<file path="src/rtl/grm_pkg.sv">
// Shared types and constants for the grid ray marcher.
package grm_pkg;

  localparam int FRAC_BITS = 14;
  localparam int TEX_BITS  = 7;

  // Configuration register indexes
  localparam logic CFG_MAP_LO = 1'b0;
  localparam logic CFG_MAP_HI = 1'b1;

  typedef struct packed {
    logic [8:0]  player_x;
    logic [8:0]  player_y;
    logic [11:0] heading;
  } in_item_t;

  typedef struct packed {
    logic                hit;
    logic [9:0]          distance;
    logic [1:0]          wall_kind;
    logic [TEX_BITS-1:0] texture_column;
  } out_item_t;

  // One classified ray waiting for the marcher: origin and per-step increments (Q1.14)
  typedef struct packed {
    logic [8:0]         player_x;
    logic [8:0]         player_y;
    logic signed [15:0] step_x;
    logic signed [15:0] step_y;
  } ray_cmd_t;

endpackage

</file>
<file path="src/rtl/grm_sine.sv">
// Iterative fixed-point sine unit: polynomial sine over a shared multiplier.
module grm_sine #(
  parameter int ANGLE_BITS = 12
) (
  input  logic                  clk,
  input  logic                  rst_n,
  input  logic                  go,
  input  logic [ANGLE_BITS-1:0] angle,
  output logic                  done,
  output logic signed [15:0]    value
);
  import grm_pkg::*;

  localparam int QB     = ANGLE_BITS - 2;
  localparam int SH     = 18 - ANGLE_BITS;
  localparam int RK     = 20;
  localparam int XSCALE = 102944;
  localparam int REC42  = (1 << RK) / 42;
  localparam int REC20  = (1 << RK) / 20;
  localparam int REC6   = (1 << RK) / 6;

  typedef enum logic [2:0] {S_IDLE, S_X, S_X2, S_DM, S_DC, S_P, S_S} state_t;
  typedef enum logic [1:0] {D_42, D_20, D_6} dsel_t;

  state_t             state_r, state_nxt;
  dsel_t              dsel_r, dsel_nxt;
  logic               done_r, done_nxt;
  logic signed [15:0] value_r, value_nxt;
  logic               neg_r, neg_nxt;
  logic [16:0]        u_r, u_nxt;
  logic [16:0]        x_r, x_nxt;
  logic [17:0]        x2_r, x2_nxt;
  logic [17:0]        n_r, n_nxt;
  logic [17:0]        q_r, q_nxt;
  logic [16:0]        p_r, p_nxt;

  logic [17:0] mul_a, mul_b;
  logic [35:0] prod;
  logic [17:0] recip;
  logic [5:0]  divisor;
  logic [16:0] u_raw;
  logic [18:0] rem;
  logic [17:0] q_fix;
  logic [16:0] s_val;
  logic [15:0] v_raw;
  logic [15:0] v_cap;

  always_comb begin
    unique case (dsel_r)
      D_42: begin
        recip   = 18'(REC42);
        divisor = 6'd42;
      end
      D_20: begin
        recip   = 18'(REC20);
        divisor = 6'd20;
      end
      D_6: begin
        recip   = 18'(REC6);
        divisor = 6'd6;
      end
      default: begin
        recip   = '0;
        divisor = '0;
      end
    endcase
  end

  always_comb begin
    unique case (state_r)
      S_X: begin
        mul_a = 18'(u_r);
        mul_b = 18'(XSCALE);
      end
      S_X2: begin
        mul_a = 18'(x_r);
        mul_b = 18'(x_r);
      end
      S_DM: begin
        mul_a = n_r;
        mul_b = recip;
      end
      S_DC: begin
        mul_a = q_r;
        mul_b = 18'(divisor);
      end
      S_P: begin
        mul_a = x2_r;
        mul_b = 18'(p_r);
      end
      S_S: begin
        mul_a = 18'(x_r);
        mul_b = 18'(p_r);
      end
      default: begin
        mul_a = '0;
        mul_b = '0;
      end
    endcase
  end

  assign prod  = mul_a * mul_b;
  assign u_raw = {1'b0, angle[QB-1:0], {SH{1'b0}}};
  // Reciprocal quotient is low by at most one: fix with one compare
  assign rem   = {1'b0, n_r} - prod[18:0];
  assign q_fix = q_r + ((rem >= 19'(divisor)) ? 18'd1 : 18'd0);
  assign s_val = prod[32:16];
  assign v_raw = 16'((18'(s_val) + 18'd2) >> 2);
  assign v_cap = (v_raw > 16'd16384) ? 16'd16384 : v_raw;

  always_comb begin
    state_nxt = state_r;
    dsel_nxt  = dsel_r;
    done_nxt  = 1'b0;
    value_nxt = value_r;
    neg_nxt   = neg_r;
    u_nxt     = u_r;
    x_nxt     = x_r;
    x2_nxt    = x2_r;
    n_nxt     = n_r;
    q_nxt     = q_r;
    p_nxt     = p_r;
    unique case (state_r)
      S_IDLE: begin
        if (go) begin
          // Odd quadrants run the quarter wave backwards
          u_nxt     = angle[QB] ? (17'h10000 - u_raw) : u_raw;
          neg_nxt   = angle[ANGLE_BITS-1];
          state_nxt = S_X;
        end
      end
      S_X: begin
        x_nxt     = prod[32:16];
        state_nxt = S_X2;
      end
      S_X2: begin
        x2_nxt    = prod[33:16];
        n_nxt     = prod[33:16];
        dsel_nxt  = D_42;
        state_nxt = S_DM;
      end
      S_DM: begin
        q_nxt     = 18'(prod[35:RK]);
        state_nxt = S_DC;
      end
      S_DC: begin
        p_nxt = 17'(18'd65536 - q_fix);
        if (dsel_r == D_6) begin
          state_nxt = S_S;
        end else begin
          dsel_nxt  = (dsel_r == D_42) ? D_20 : D_6;
          state_nxt = S_P;
        end
      end
      S_P: begin
        n_nxt     = prod[33:16];
        state_nxt = S_DM;
      end
      S_S: begin
        value_nxt = neg_r ? -$signed(v_cap) : $signed(v_cap);
        done_nxt  = 1'b1;
        state_nxt = S_IDLE;
      end
      default: state_nxt = S_IDLE;
    endcase
  end

  always_ff @(posedge clk) begin
    if (!rst_n) begin
      state_r <= S_IDLE;
      done_r  <= 1'b0;
      dsel_r  <= D_42;
    end else begin
      state_r <= state_nxt;
      done_r  <= done_nxt;
      dsel_r  <= dsel_nxt;
    end
    value_r <= value_nxt;
    neg_r   <= neg_nxt;
    u_r     <= u_nxt;
    x_r     <= x_nxt;
    x2_r    <= x2_nxt;
    n_r     <= n_nxt;
    q_r     <= q_nxt;
    p_r     <= p_nxt;
  end

  assign done  = done_r;
  assign value = value_r;

endmodule

</file>
<file path="src/rtl/grm_front.sv">
// Front end: accepts rays and turns the angle into per-step x and y increments.
module grm_front #(
  parameter int ANGLE_BITS = 12
) (
  input  logic              clk,
  input  logic              rst_n,
  input  logic              start,
  input  grm_pkg::in_item_t in_item,
  output logic              busy,
  input  logic              q_full,
  output logic              q_push,
  output grm_pkg::ray_cmd_t q_data
);
  import grm_pkg::*;

  localparam logic [ANGLE_BITS-1:0] QUARTER = ANGLE_BITS'(1 << (ANGLE_BITS - 2));

  typedef enum logic [1:0] {F_IDLE, F_COS, F_SIN, F_PUSH} state_t;

  state_t                  state_r, state_nxt;
  logic                    go_r, go_nxt;
  logic [ANGLE_BITS-1:0]   angle_r, angle_nxt;
  in_item_t                item_r, item_nxt;
  logic signed [15:0]      dx_r, dx_nxt;
  logic signed [15:0]      dy_r, dy_nxt;

  logic [13:0]             ang_wide;
  logic [ANGLE_BITS-1:0]   ang_in;
  logic [ANGLE_BITS-1:0]   ang_held;
  logic                    sin_done;
  logic signed [15:0]      sin_value;

  grm_sine #(.ANGLE_BITS(ANGLE_BITS)) u_sine (
    .clk   (clk),
    .rst_n (rst_n),
    .go    (go_r),
    .angle (angle_r),
    .done  (sin_done),
    .value (sin_value)
  );

  assign ang_wide = 14'(in_item.heading);
  assign ang_in   = ang_wide[ANGLE_BITS-1:0];

  always_comb begin
    logic [13:0] held_wide;
    held_wide = 14'(item_r.heading);
    ang_held  = held_wide[ANGLE_BITS-1:0];
  end

  assign busy   = (state_r != F_IDLE);
  assign q_push = (state_r == F_PUSH) && !q_full;
  assign q_data = '{player_x: item_r.player_x, player_y: item_r.player_y,
                    step_x: dx_r, step_y: dy_r};

  always_comb begin
    state_nxt = state_r;
    go_nxt    = 1'b0;
    angle_nxt = angle_r;
    item_nxt  = item_r;
    dx_nxt    = dx_r;
    dy_nxt    = dy_r;
    unique case (state_r)
      F_IDLE: begin
        if (start) begin
          item_nxt  = in_item;
          // Cosine first: advance the angle by a quarter turn
          angle_nxt = ang_in + QUARTER;
          go_nxt    = 1'b1;
          state_nxt = F_COS;
        end
      end
      F_COS: begin
        if (sin_done) begin
          dx_nxt    = sin_value;
          angle_nxt = ang_held;
          go_nxt    = 1'b1;
          state_nxt = F_SIN;
        end
      end
      F_SIN: begin
        if (sin_done) begin
          dy_nxt    = sin_value;
          state_nxt = F_PUSH;
        end
      end
      F_PUSH: begin
        if (!q_full) state_nxt = F_IDLE;
      end
      default: state_nxt = F_IDLE;
    endcase
  end

  always_ff @(posedge clk) begin
    if (!rst_n) begin
      state_r <= F_IDLE;
      go_r    <= 1'b0;
    end else begin
      state_r <= state_nxt;
      go_r    <= go_nxt;
    end
    angle_r <= angle_nxt;
    item_r  <= item_nxt;
    dx_r    <= dx_nxt;
    dy_r    <= dy_nxt;
  end

endmodule

</file>
<file path="src/rtl/grm_queue.sv">
// Two-entry queue of classified rays between the front end and the marcher.
module grm_queue (
  input  logic              clk,
  input  logic              rst_n,
  input  logic              push,
  input  grm_pkg::ray_cmd_t push_data,
  input  logic              pop,
  output grm_pkg::ray_cmd_t head,
  output logic              empty,
  output logic              full
);
  import grm_pkg::*;

  localparam int DEPTH = 2;
  localparam int PTR_W = $clog2(DEPTH);
  localparam int CNT_W = $clog2(DEPTH + 1);

  ray_cmd_t         mem_r [DEPTH];
  logic [PTR_W-1:0] wr_ptr_r, wr_ptr_nxt;
  logic [PTR_W-1:0] rd_ptr_r, rd_ptr_nxt;
  logic [CNT_W-1:0] count_r, count_nxt;

  assign empty = (count_r == '0);
  assign full  = (count_r == CNT_W'(DEPTH));
  assign head  = mem_r[rd_ptr_r];

  always_comb begin
    wr_ptr_nxt = push ? wr_ptr_r + 1'b1 : wr_ptr_r;
    rd_ptr_nxt = pop ? rd_ptr_r + 1'b1 : rd_ptr_r;
    count_nxt  = count_r + CNT_W'(push) - CNT_W'(pop);
  end

  always_ff @(posedge clk) begin
    if (!rst_n) begin
      wr_ptr_r <= '0;
      rd_ptr_r <= '0;
      count_r  <= '0;
    end else begin
      wr_ptr_r <= wr_ptr_nxt;
      rd_ptr_r <= rd_ptr_nxt;
      count_r  <= count_nxt;
    end
    if (push) mem_r[wr_ptr_r] <= push_data;
  end

endmodule

</file>
<file path="src/rtl/grm_march.sv">
// Back end: marches one ray a step per cycle and works out the hit's texture column.
module grm_march #(
  parameter int GRID_CELLS = 8,
  parameter int CELL_SIZE  = 64,
  parameter int MAX_STEPS  = 1024
) (
  input  logic               clk,
  input  logic               rst_n,
  input  logic [63:0]        map_lo,
  input  logic [63:0]        map_hi,
  input  grm_pkg::ray_cmd_t  cmd,
  input  logic               cmd_empty,
  output logic               cmd_pop,
  output logic               out_valid,
  output grm_pkg::out_item_t out_item
);
  import grm_pkg::*;

  localparam int STEP_W   = $clog2(MAX_STEPS);
  localparam int PIX_W    = $clog2(512 + MAX_STEPS) + 1;
  localparam int POS_W    = PIX_W + FRAC_BITS;
  localparam int PXU_W    = 13;
  localparam int CS_W     = $clog2(CELL_SIZE);
  localparam int F_W      = CS_W + FRAC_BITS;
  localparam int N_W      = F_W + 2;
  localparam int RC_W     = N_W + 2;
  localparam int PR_W     = N_W + RC_W;
  localparam int K_SH     = N_W + CS_W;
  localparam int GRID_PIX = GRID_CELLS * CELL_SIZE;
  localparam int NOHIT_D  = (MAX_STEPS > 1023) ? 1023 : MAX_STEPS;
  // Reciprocal of the cell size, rounded up, scaled past the numerator width:
  // gives the exact truncated quotient for every numerator below 2^N_W
  localparam logic [RC_W-1:0] RECIP =
    RC_W'((64'd1 << K_SH) / 64'(CELL_SIZE) + 64'd1);

  typedef enum logic [2:0] {M_IDLE, M_RUN, M_FRAC, M_DIV, M_EMIT} state_t;

  state_t                    state_r, state_nxt;
  logic signed [POS_W-1:0]   pos_x_r, pos_x_nxt;
  logic signed [POS_W-1:0]   pos_y_r, pos_y_nxt;
  logic signed [15:0]        dx_r, dx_nxt;
  logic signed [15:0]        dy_r, dy_nxt;
  logic [STEP_W-1:0]         step_r, step_nxt;
  logic [2:0]                col_r, col_nxt;
  logic [2:0]                row_r, row_nxt;
  logic [1:0]                code_r, code_nxt;
  logic [9:0]                dist_r, dist_nxt;
  logic [N_W-1:0]            nx_r, nx_nxt;
  logic [N_W-1:0]            ny_r, ny_nxt;
  logic [15:0]               qx_r, qx_nxt;
  logic [15:0]               qy_r, qy_nxt;
  logic                      out_valid_r, out_valid_nxt;
  out_item_t                 out_item_r, out_item_nxt;

  logic signed [POS_W-1:0]   base_x, base_y, sum_x, sum_y;
  logic signed [15:0]        dx_sel, dy_sel;
  logic [3:0]                cell_x, cell_y;
  logic [63:0]               map_word;
  logic [1:0]                code_now;
  logic                      hit_now;
  logic [PXU_W-1:0]          col_base, row_base;
  logic signed [POS_W-1:0]   fx, fy;
  logic [PR_W-1:0]           prod_x, prod_y;
  logic [11:0]               step_wide;
  logic [15:0]               tex_sum;

  // Return {inside grid, cell index} for one axis
  function automatic logic [3:0] axis_cell(input logic signed [POS_W-1:0] pos);
    logic [PXU_W-1:0] pix;
    logic [2:0]       c;
    logic             in_g;
    pix = PXU_W'(pos[POS_W-2:FRAC_BITS]);
    c   = '0;
    for (int k = 1; k < GRID_CELLS; k++) begin
      if (pix >= PXU_W'(k * CELL_SIZE)) c = 3'(k);
    end
    in_g = !pos[POS_W-1] && (pix < PXU_W'(GRID_PIX));
    return {in_g, c};
  endfunction

  assign dx_sel = (state_r == M_IDLE) ? cmd.step_x : dx_r;
  assign dy_sel = (state_r == M_IDLE) ? cmd.step_y : dy_r;
  assign base_x = (state_r == M_IDLE) ?
                  POS_W'({cmd.player_x, {FRAC_BITS{1'b0}}}) : pos_x_r;
  assign base_y = (state_r == M_IDLE) ?
                  POS_W'({cmd.player_y, {FRAC_BITS{1'b0}}}) : pos_y_r;
  assign sum_x  = base_x + POS_W'(dx_sel);
  assign sum_y  = base_y + POS_W'(dy_sel);

  assign cell_x   = axis_cell(pos_x_r);
  assign cell_y   = axis_cell(pos_y_r);
  assign map_word = cell_y[2] ? map_hi : map_lo;
  assign code_now = map_word[{cell_y[1:0], cell_x[2:0], 1'b0} +: 2];
  assign hit_now  = cell_x[3] && cell_y[3] && (code_now != 2'd0);

  assign col_base = PXU_W'(int'(col_r) * CELL_SIZE);
  assign row_base = PXU_W'(int'(row_r) * CELL_SIZE);
  assign fx       = pos_x_r - POS_W'({col_base, {FRAC_BITS{1'b0}}});
  assign fy       = pos_y_r - POS_W'({row_base, {FRAC_BITS{1'b0}}});

  assign prod_x    = PR_W'(nx_r) * PR_W'(RECIP);
  assign prod_y    = PR_W'(ny_r) * PR_W'(RECIP);
  assign step_wide = 12'(step_r);
  assign tex_sum   = qx_r + qy_r;
  assign cmd_pop   = (state_r == M_IDLE) && !cmd_empty;

  always_comb begin
    state_nxt     = state_r;
    pos_x_nxt     = pos_x_r;
    pos_y_nxt     = pos_y_r;
    dx_nxt        = dx_r;
    dy_nxt        = dy_r;
    step_nxt      = step_r;
    col_nxt       = col_r;
    row_nxt       = row_r;
    code_nxt      = code_r;
    dist_nxt      = dist_r;
    nx_nxt        = nx_r;
    ny_nxt        = ny_r;
    qx_nxt        = qx_r;
    qy_nxt        = qy_r;
    out_valid_nxt = 1'b0;
    out_item_nxt  = out_item_r;
    unique case (state_r)
      M_IDLE: begin
        if (!cmd_empty) begin
          // Take the first step on load
          pos_x_nxt = sum_x;
          pos_y_nxt = sum_y;
          dx_nxt    = cmd.step_x;
          dy_nxt    = cmd.step_y;
          step_nxt  = '0;
          state_nxt = M_RUN;
        end
      end
      M_RUN: begin
        if (hit_now) begin
          col_nxt   = cell_x[2:0];
          row_nxt   = cell_y[2:0];
          code_nxt  = code_now;
          dist_nxt  = (step_wide > 12'd1023) ? 10'd1023 : step_wide[9:0];
          state_nxt = M_FRAC;
        end else if (step_r == STEP_W'(MAX_STEPS - 1)) begin
          out_valid_nxt = 1'b1;
          out_item_nxt  = '{hit: 1'b0, distance: 10'(NOHIT_D), wall_kind: 2'd0,
                            texture_column: '0};
          state_nxt     = M_IDLE;
        end else begin
          pos_x_nxt = sum_x;
          pos_y_nxt = sum_y;
          step_nxt  = step_r + 1'b1;
        end
      end
      M_FRAC: begin
        // Offset within the cell, times four, ready to divide by the cell size
        nx_nxt    = {fx[F_W-1:0], 2'b00};
        ny_nxt    = {fy[F_W-1:0], 2'b00};
        state_nxt = M_DIV;
      end
      M_DIV: begin
        qx_nxt    = prod_x[K_SH +: 16];
        qy_nxt    = prod_y[K_SH +: 16];
        state_nxt = M_EMIT;
      end
      M_EMIT: begin
        out_valid_nxt = 1'b1;
        out_item_nxt  = '{hit: 1'b1, distance: dist_r, wall_kind: code_r,
                          texture_column: tex_sum[15:16-TEX_BITS]};
        state_nxt     = M_IDLE;
      end
      default: state_nxt = M_IDLE;
    endcase
  end

  always_ff @(posedge clk) begin
    if (!rst_n) begin
      state_r     <= M_IDLE;
      out_valid_r <= 1'b0;
    end else begin
      state_r     <= state_nxt;
      out_valid_r <= out_valid_nxt;
    end
    pos_x_r    <= pos_x_nxt;
    pos_y_r    <= pos_y_nxt;
    dx_r       <= dx_nxt;
    dy_r       <= dy_nxt;
    step_r     <= step_nxt;
    col_r      <= col_nxt;
    row_r      <= row_nxt;
    code_r     <= code_nxt;
    dist_r     <= dist_nxt;
    nx_r       <= nx_nxt;
    ny_r       <= ny_nxt;
    qx_r       <= qx_nxt;
    qy_r       <= qy_nxt;
    out_item_r <= out_item_nxt;
  end

  assign out_valid = out_valid_r;
  assign out_item  = out_item_r;

endmodule

</file>
<file path="src/rtl/grid_ray_march.sv">
// Top level of the grid ray marcher: map registers, front end, queue and marcher.
//
// Usage:
//   Load the 8x8 wall map through the write port (index 0: rows 0 to 3,
//   index 1: rows 4 to 7, two bits per cell) while no ray is in flight.
//   Present a ray on in_item and raise start; the ray is taken on a clock
//   edge where start is high and busy is low. Each ray gives exactly one
//   result on out_item, marked by a one-cycle out_valid strobe; the receiver
//   cannot stall and must take it in that cycle.
// Flow:
//   The front end finishes one ray before it takes the next: two passes of
//   the sine unit on one shared 18x18 multiplier, then a push into a two-entry
//   queue that lets it take the next ray while the marcher is busy.
//   The marcher loads the ray and takes its first step, then makes one unit
//   step per cycle (up to MAX_STEPS); a hit then passes through the offset,
//   divide and emit states; the divide state does both reciprocal multiplies
//   for the texture column together; the slower half sets the sustained rate.
// Reset:
//   rst_n is synchronous and active low; it empties the queue, idles both
//   halves and clears the map to all open cells.
module grid_ray_march #(
  parameter int GRID_CELLS = 8,
  parameter int CELL_SIZE  = 64,
  parameter int MAX_STEPS  = 1024,
  parameter int ANGLE_BITS = 12
) (
  input  logic               clk,
  input  logic               rst_n,
  input  logic               start,
  output logic               busy,
  input  grm_pkg::in_item_t  in_item,
  output logic               out_valid,
  output grm_pkg::out_item_t out_item,
  input  logic               cfg_we,
  input  logic               cfg_index,
  input  logic [63:0]        cfg_data
);
  import grm_pkg::*;

  logic [63:0] map_lo_r, map_lo_nxt;
  logic [63:0] map_hi_r, map_hi_nxt;

  logic     q_push, q_pop, q_empty, q_full;
  ray_cmd_t q_in, q_head;

  always_comb begin
    map_lo_nxt = map_lo_r;
    map_hi_nxt = map_hi_r;
    if (cfg_we) begin
      unique case (cfg_index)
        CFG_MAP_LO: map_lo_nxt = cfg_data;
        CFG_MAP_HI: map_hi_nxt = cfg_data;
      endcase
    end
  end

  always_ff @(posedge clk) begin
    if (!rst_n) begin
      map_lo_r <= '0;
      map_hi_r <= '0;
    end else begin
      map_lo_r <= map_lo_nxt;
      map_hi_r <= map_hi_nxt;
    end
  end

  grm_front #(.ANGLE_BITS(ANGLE_BITS)) u_front (
    .clk     (clk),
    .rst_n   (rst_n),
    .start   (start),
    .in_item (in_item),
    .busy    (busy),
    .q_full  (q_full),
    .q_push  (q_push),
    .q_data  (q_in)
  );

  grm_queue u_queue (
    .clk       (clk),
    .rst_n     (rst_n),
    .push      (q_push),
    .push_data (q_in),
    .pop       (q_pop),
    .head      (q_head),
    .empty     (q_empty),
    .full      (q_full)
  );

  grm_march #(
    .GRID_CELLS (GRID_CELLS),
    .CELL_SIZE  (CELL_SIZE),
    .MAX_STEPS  (MAX_STEPS)
  ) u_march (
    .clk       (clk),
    .rst_n     (rst_n),
    .map_lo    (map_lo_r),
    .map_hi    (map_hi_r),
    .cmd       (q_head),
    .cmd_empty (q_empty),
    .cmd_pop   (q_pop),
    .out_valid (out_valid),
    .out_item  (out_item)
  );

endmodule
</file>
<file path="config.mk">
export PLATFORM = sky130hd
export DESIGN_NAME = grid_ray_march
export DESIGN_NICKNAME = d
export VERILOG_FILES = /design/src/rtl/grm_pkg.sv /design/src/rtl/grm_sine.sv /design/src/rtl/grm_front.sv /design/src/rtl/grm_queue.sv /design/src/rtl/grm_march.sv /design/src/rtl/grid_ray_march.sv
export SDC_FILE = /design/constraint.sdc
export NUM_CORES = 2
export LEC_CHECK = 0
export BUFFER_PORTS_ARGS = -buffer_cell sky130_fd_sc_hd__buf_4
export CORE_ASPECT_RATIO = 1.4
export CORE_MARGIN = 3
export CORE_UTILIZATION = 69
export CTS_CLUSTER_SIZE = 10
export DETAILED_ROUTE_END_ITERATION = 7
export HOLD_SLACK_MARGIN = 0.02
export PLACE_DENSITY = 0.87
export SYNTH_ARGS = -nofsm -noshare
export SYNTH_HDL_FRONTEND = slang
export SYNTH_SLANG_ARGS = --single-unit
</file>
<file path="constraint.sdc">
create_clock -name clk -period 26 [get_ports clk]
set_input_delay 1.3 -clock clk [delete_from_list [all_inputs] [get_ports clk]]
set_output_delay 1.3 -clock clk [all_outputs]
set_load 0.005 [all_outputs]
</file>
==> results by group <==
Yosys
  • Synthesis Warnings: 0
  • Ys flop type: edfxtp_1
  • Number of synthesized flops with an enable pin: 478
  • Average size of a mapped cell: between 10 and 15 um^2
  • Post-synth ARST share: 0
  • Synth area leader: edfxtp_1
  • Syn Std Cell Area: 40200 um^2
  • Synthesized flop and latch total: around 620
  • Post-synth top area share: 0.357
  • Syn nets: 4411
  • Netlist cell types: 94
  • Synth Instances: 3823
  • Area contributors post-synth: edfxtp_1 36%, fa_1 13%, dfxtp_1 7.3%, ha_1 7.2%, nand2_1 6.2%
  • Sequential area share after synthesis: 0.429

Place
  • DP HPWL: 77600 um
  • GP Congestion: 1.02
  • Port Buf Inserts: 120
  • Placed cell count: about 4600

Critical path
  • Req. time, crit path: about 26 ns
  • WP data arrival: about 12 ns
  • Type of the worst setup path: flip-flop to flip-flop
  • Critical path fanouts, max: 23
  • Slowest stage delay, CP: 0.64 ns
  • Startpoint types: flip-flop
  • Crit path top cell by count: fa_1
  • Slowest cell on crit path: a211oi_1
  • Critical path endpoint category: flip-flop

Finish
  • # fillers: 3633
  • Fin cells: 4694
  • Share of layout cells above drive strength 1: 0.103
  • Nets@finish: 4495
  • Area Overhead vs Synth: 9.38%
  • Sequential Area: 17300 um^2
  • Multi-input gate area: 20800 um^2

Clock network
  • CTS tree: built
  • Clock tree sinks: 624
  • Total CTS buffers: 72
  • Clk slew on worst S/H paths: 0.06 ns
  • Post-CTS Resized: 0
  • CTS root buf: clkbuf_16
  • H-Tree Depth: 3
  • Hold Buf Count CTS: 0
  • Clock buffer depth: 3
  • Latest clock arrival within the worst-skew pair: 0.59 ns
  • Post-CTS Setup Bufs: 0

Timing
  • Slew margin rel.: 0.156
  • Setup Skew: 0.0267 ns
  • RSZ-0062 raised after global routing: false
  • Period Utilization, post-route: 0.448
  • Slew Viols, Final: 0
  • Hold_ws: 0.410 ns
  • Final Hold Violating Endpoints: 0
  • Final setup fails: 0
  • Worst Tran Pin Value: 1.26 ns
  • Minimum clock period: approximately 12 ns
  • Achievable Freq: approximately 0.086 GHz
  • Setup TNS: 0 ns

Job
  • Max-Cap Viols: 0

Detailed routing
  • Final wirelength: 106000 um
  • DRC: 0
  • Starting DRC count in detailed routing: 2558
  • Post-DR wirelength/cell: 22.6 um
  • Vias per inst: 6.24
  • Drt pass-1 iters: 6
  • Antenna Violating Nets Remaining: 0
  • Vias: a little under 30000

GRT
  • Gr usage total: 0.349
  • Grt ovf: 0
  • Initial antenna violation count: 7
  • Vias in the first global route: 30535
  • First-pass GRT wire length: ~170000 um
  • Largest net degree at the start of global routing: 124

Floorplanning
  • Die area: 61300 um^2
  • Starting density of the core: 0.698
  • FP Rows: 104
  • Die width: 210 um
  • Core area: approximately 58000 um^2
  • Boundary pin count: between 100 and 150
  • Die Y: about 300 um

Pwr
  • Power density over the cells: 88.7 nW/um^2
  • Leakage: 18.2 nW
  • Design Power: 0.00391 W
  • VDD IR-drop max: about 0.000069 V

Run status
  • Status: completed

Worst hold path
  • HP Class: flip-flop to flip-flop
## cells by family after synthesis
group | synth area share
AND/OR/NAND/NOR | 0.134
AO/OA/AOI/OAI | 0.110
flip-flops | 0.429
buffers and inverters | 0.0564
adder cells (fa/ha/maj) | 0.200
XOR/XNOR | 0.0302
multiplexers | 0.0400
## area by class of cell
cell class,instances,share of cell area
flip-flops and latches,624,0.393
clock buffers,107,0.0439
well taps,742,0.0211
diodes,5,0.000284
multi-input cells,2599,0.473
clock inverters,7,0.00213
repair buffers,176,0.0300
inverters,434,0.0370
## final timing paths
| path | cells past startpoint | endpoint | from | slack [ns] |
|---|---|---|---|---|
| min | 0 | u_march.qy_r[4] | u_march.ny_r[10] | 0.41 |
| min reg2reg | 0 | u_march.qy_r[4] | u_march.ny_r[10] | 0.41 |
| max | 35 | u_front.u_sine.value[8] | u_front.u_sine.state_r[0] | 14.35 |
| max reg2reg | 35 | u_front.u_sine.value[8] | u_front.u_sine.state_r[0] | 14.35 |
## per-layer routing
metal,track usage,routed length (um),share of wire,vias to the layer above
met5,0,11,0.00010,-
met4,0.240,8830,0.083,2
met3,0.0501,7400,0.070,449
met2,0.606,53300,0.50,1418
met1,0.397,36700,0.35,14286
li1,-,-,-,13157
## critical path, delay by kind of cell (launching register included)
| kind | cells | cell delay (ns) |
|---|---|---|
| adders and majority gates | 8 | 3.81 |
| and+or+nand+nor | 12 | 3.43 |
| AOI/OAI and AO/OA | 8 | 2.19 |
| buffers and inverters | 5 | 1.04 |
| DFF | 1 | 0.32 |
| muxes | 1 | 0.30 |
| xor gates and xnor gates | 1 | 0.29 |
## cell usage after synthesis (21+ instances only)
| cell type | instances |
|---|---|
| o21a_1 | 31 |
| edfxtp_1 | 478 |
| a21o_1 | 40 |
| nand2b_1 | 26 |
| a21boi_0 | 137 |
| a211oi_1 | 27 |
| nand3_1 | 50 |
| nor2b_1 | 23 |
| mux2i_1 | 38 |
| inv_1 | 434 |
| mux2_2 | 45 |
| a31oi_1 | 21 |
| mux4_2 | 32 |
| fa_1 | 259 |
| clkbuf_1 | 143 |
| o21ai_0 | 92 |
| xor2_1 | 37 |
| dfxtp_1 | 146 |
| xnor2_1 | 98 |
| a21oi_1 | 105 |
| ha_1 | 230 |
| and3_1 | 29 |
| nor2_1 | 257 |
| and2_1 | 70 |
| nor3_1 | 45 |
| nand2_1 | 664 |
## state kept, by name, summed over array words and instances (netlist names), 17 cells and up, named ones only
register             flops
u_front.q_data          18
u_march.out_item        20
map_hi_r                64
u_queue.mem_r          100
u_front.u_sine.p_r      17
u_front.u_sine.x2_r     18
map_lo_r                64
u_march.pos_y_r         26
u_front.u_sine.x_r      17
u_front.u_sine.n_r      18
u_march.pos_x_r         26
## layout by cell type (no fill, tap or decap), types with 16 or more instances in the layout
cell	Yosys	layout
a211oi_1	27	25
a21boi_0	137	137
a21o_1	40	40
a21oi_1	105	104
a31oi_1	21	21
and2_1	70	69
and3_1	29	28
buf_4	0	176
clkbuf_1	143	35
clkbuf_16	0	72
dfxtp_1	146	143
edfxtp_1	478	478
fa_1	259	259
ha_1	230	230
inv_1	434	434
mux2_2	45	45
mux2i_1	38	38
mux4_2	32	32
nand2_1	664	663
nand2b_1	26	25
nand3_1	50	50
nor2_1	257	253
nor2b_1	23	22
nor3_1	45	37
o21a_1	31	31
o21ai_0	92	91
o21bai_1	18	18
or3_1	17	16
xnor2_1	98	98
xor2_1	37	37
## per-stage QoR
stage / util / cell area [um^2] / setup slack [ns]
2_1_floorplan: - / 40200 / 15.27
3_3_place_gp: 0.728 / 42000 / 14.86
3_5_place_dp: 0.728 / 42000 / 14.55
4_1_cts: 0.763 / 44000 / 14.53
5_1_grt: 0.764 / 44000 / 13.62
6_report: 0.764 / 44000 / 14.35
## where the power goes
part           total [W]  internal, W  switching [W]  leakage (nW)
sequential       0.00144      0.00134      0.0000930          5.60
clock           0.000895     0.000513       0.000382         0.971
combinational    0.00157     0.000588       0.000987          11.7
total            0.00391      0.00244        0.00146          18.2
Power figures use the tool's default switching activity.
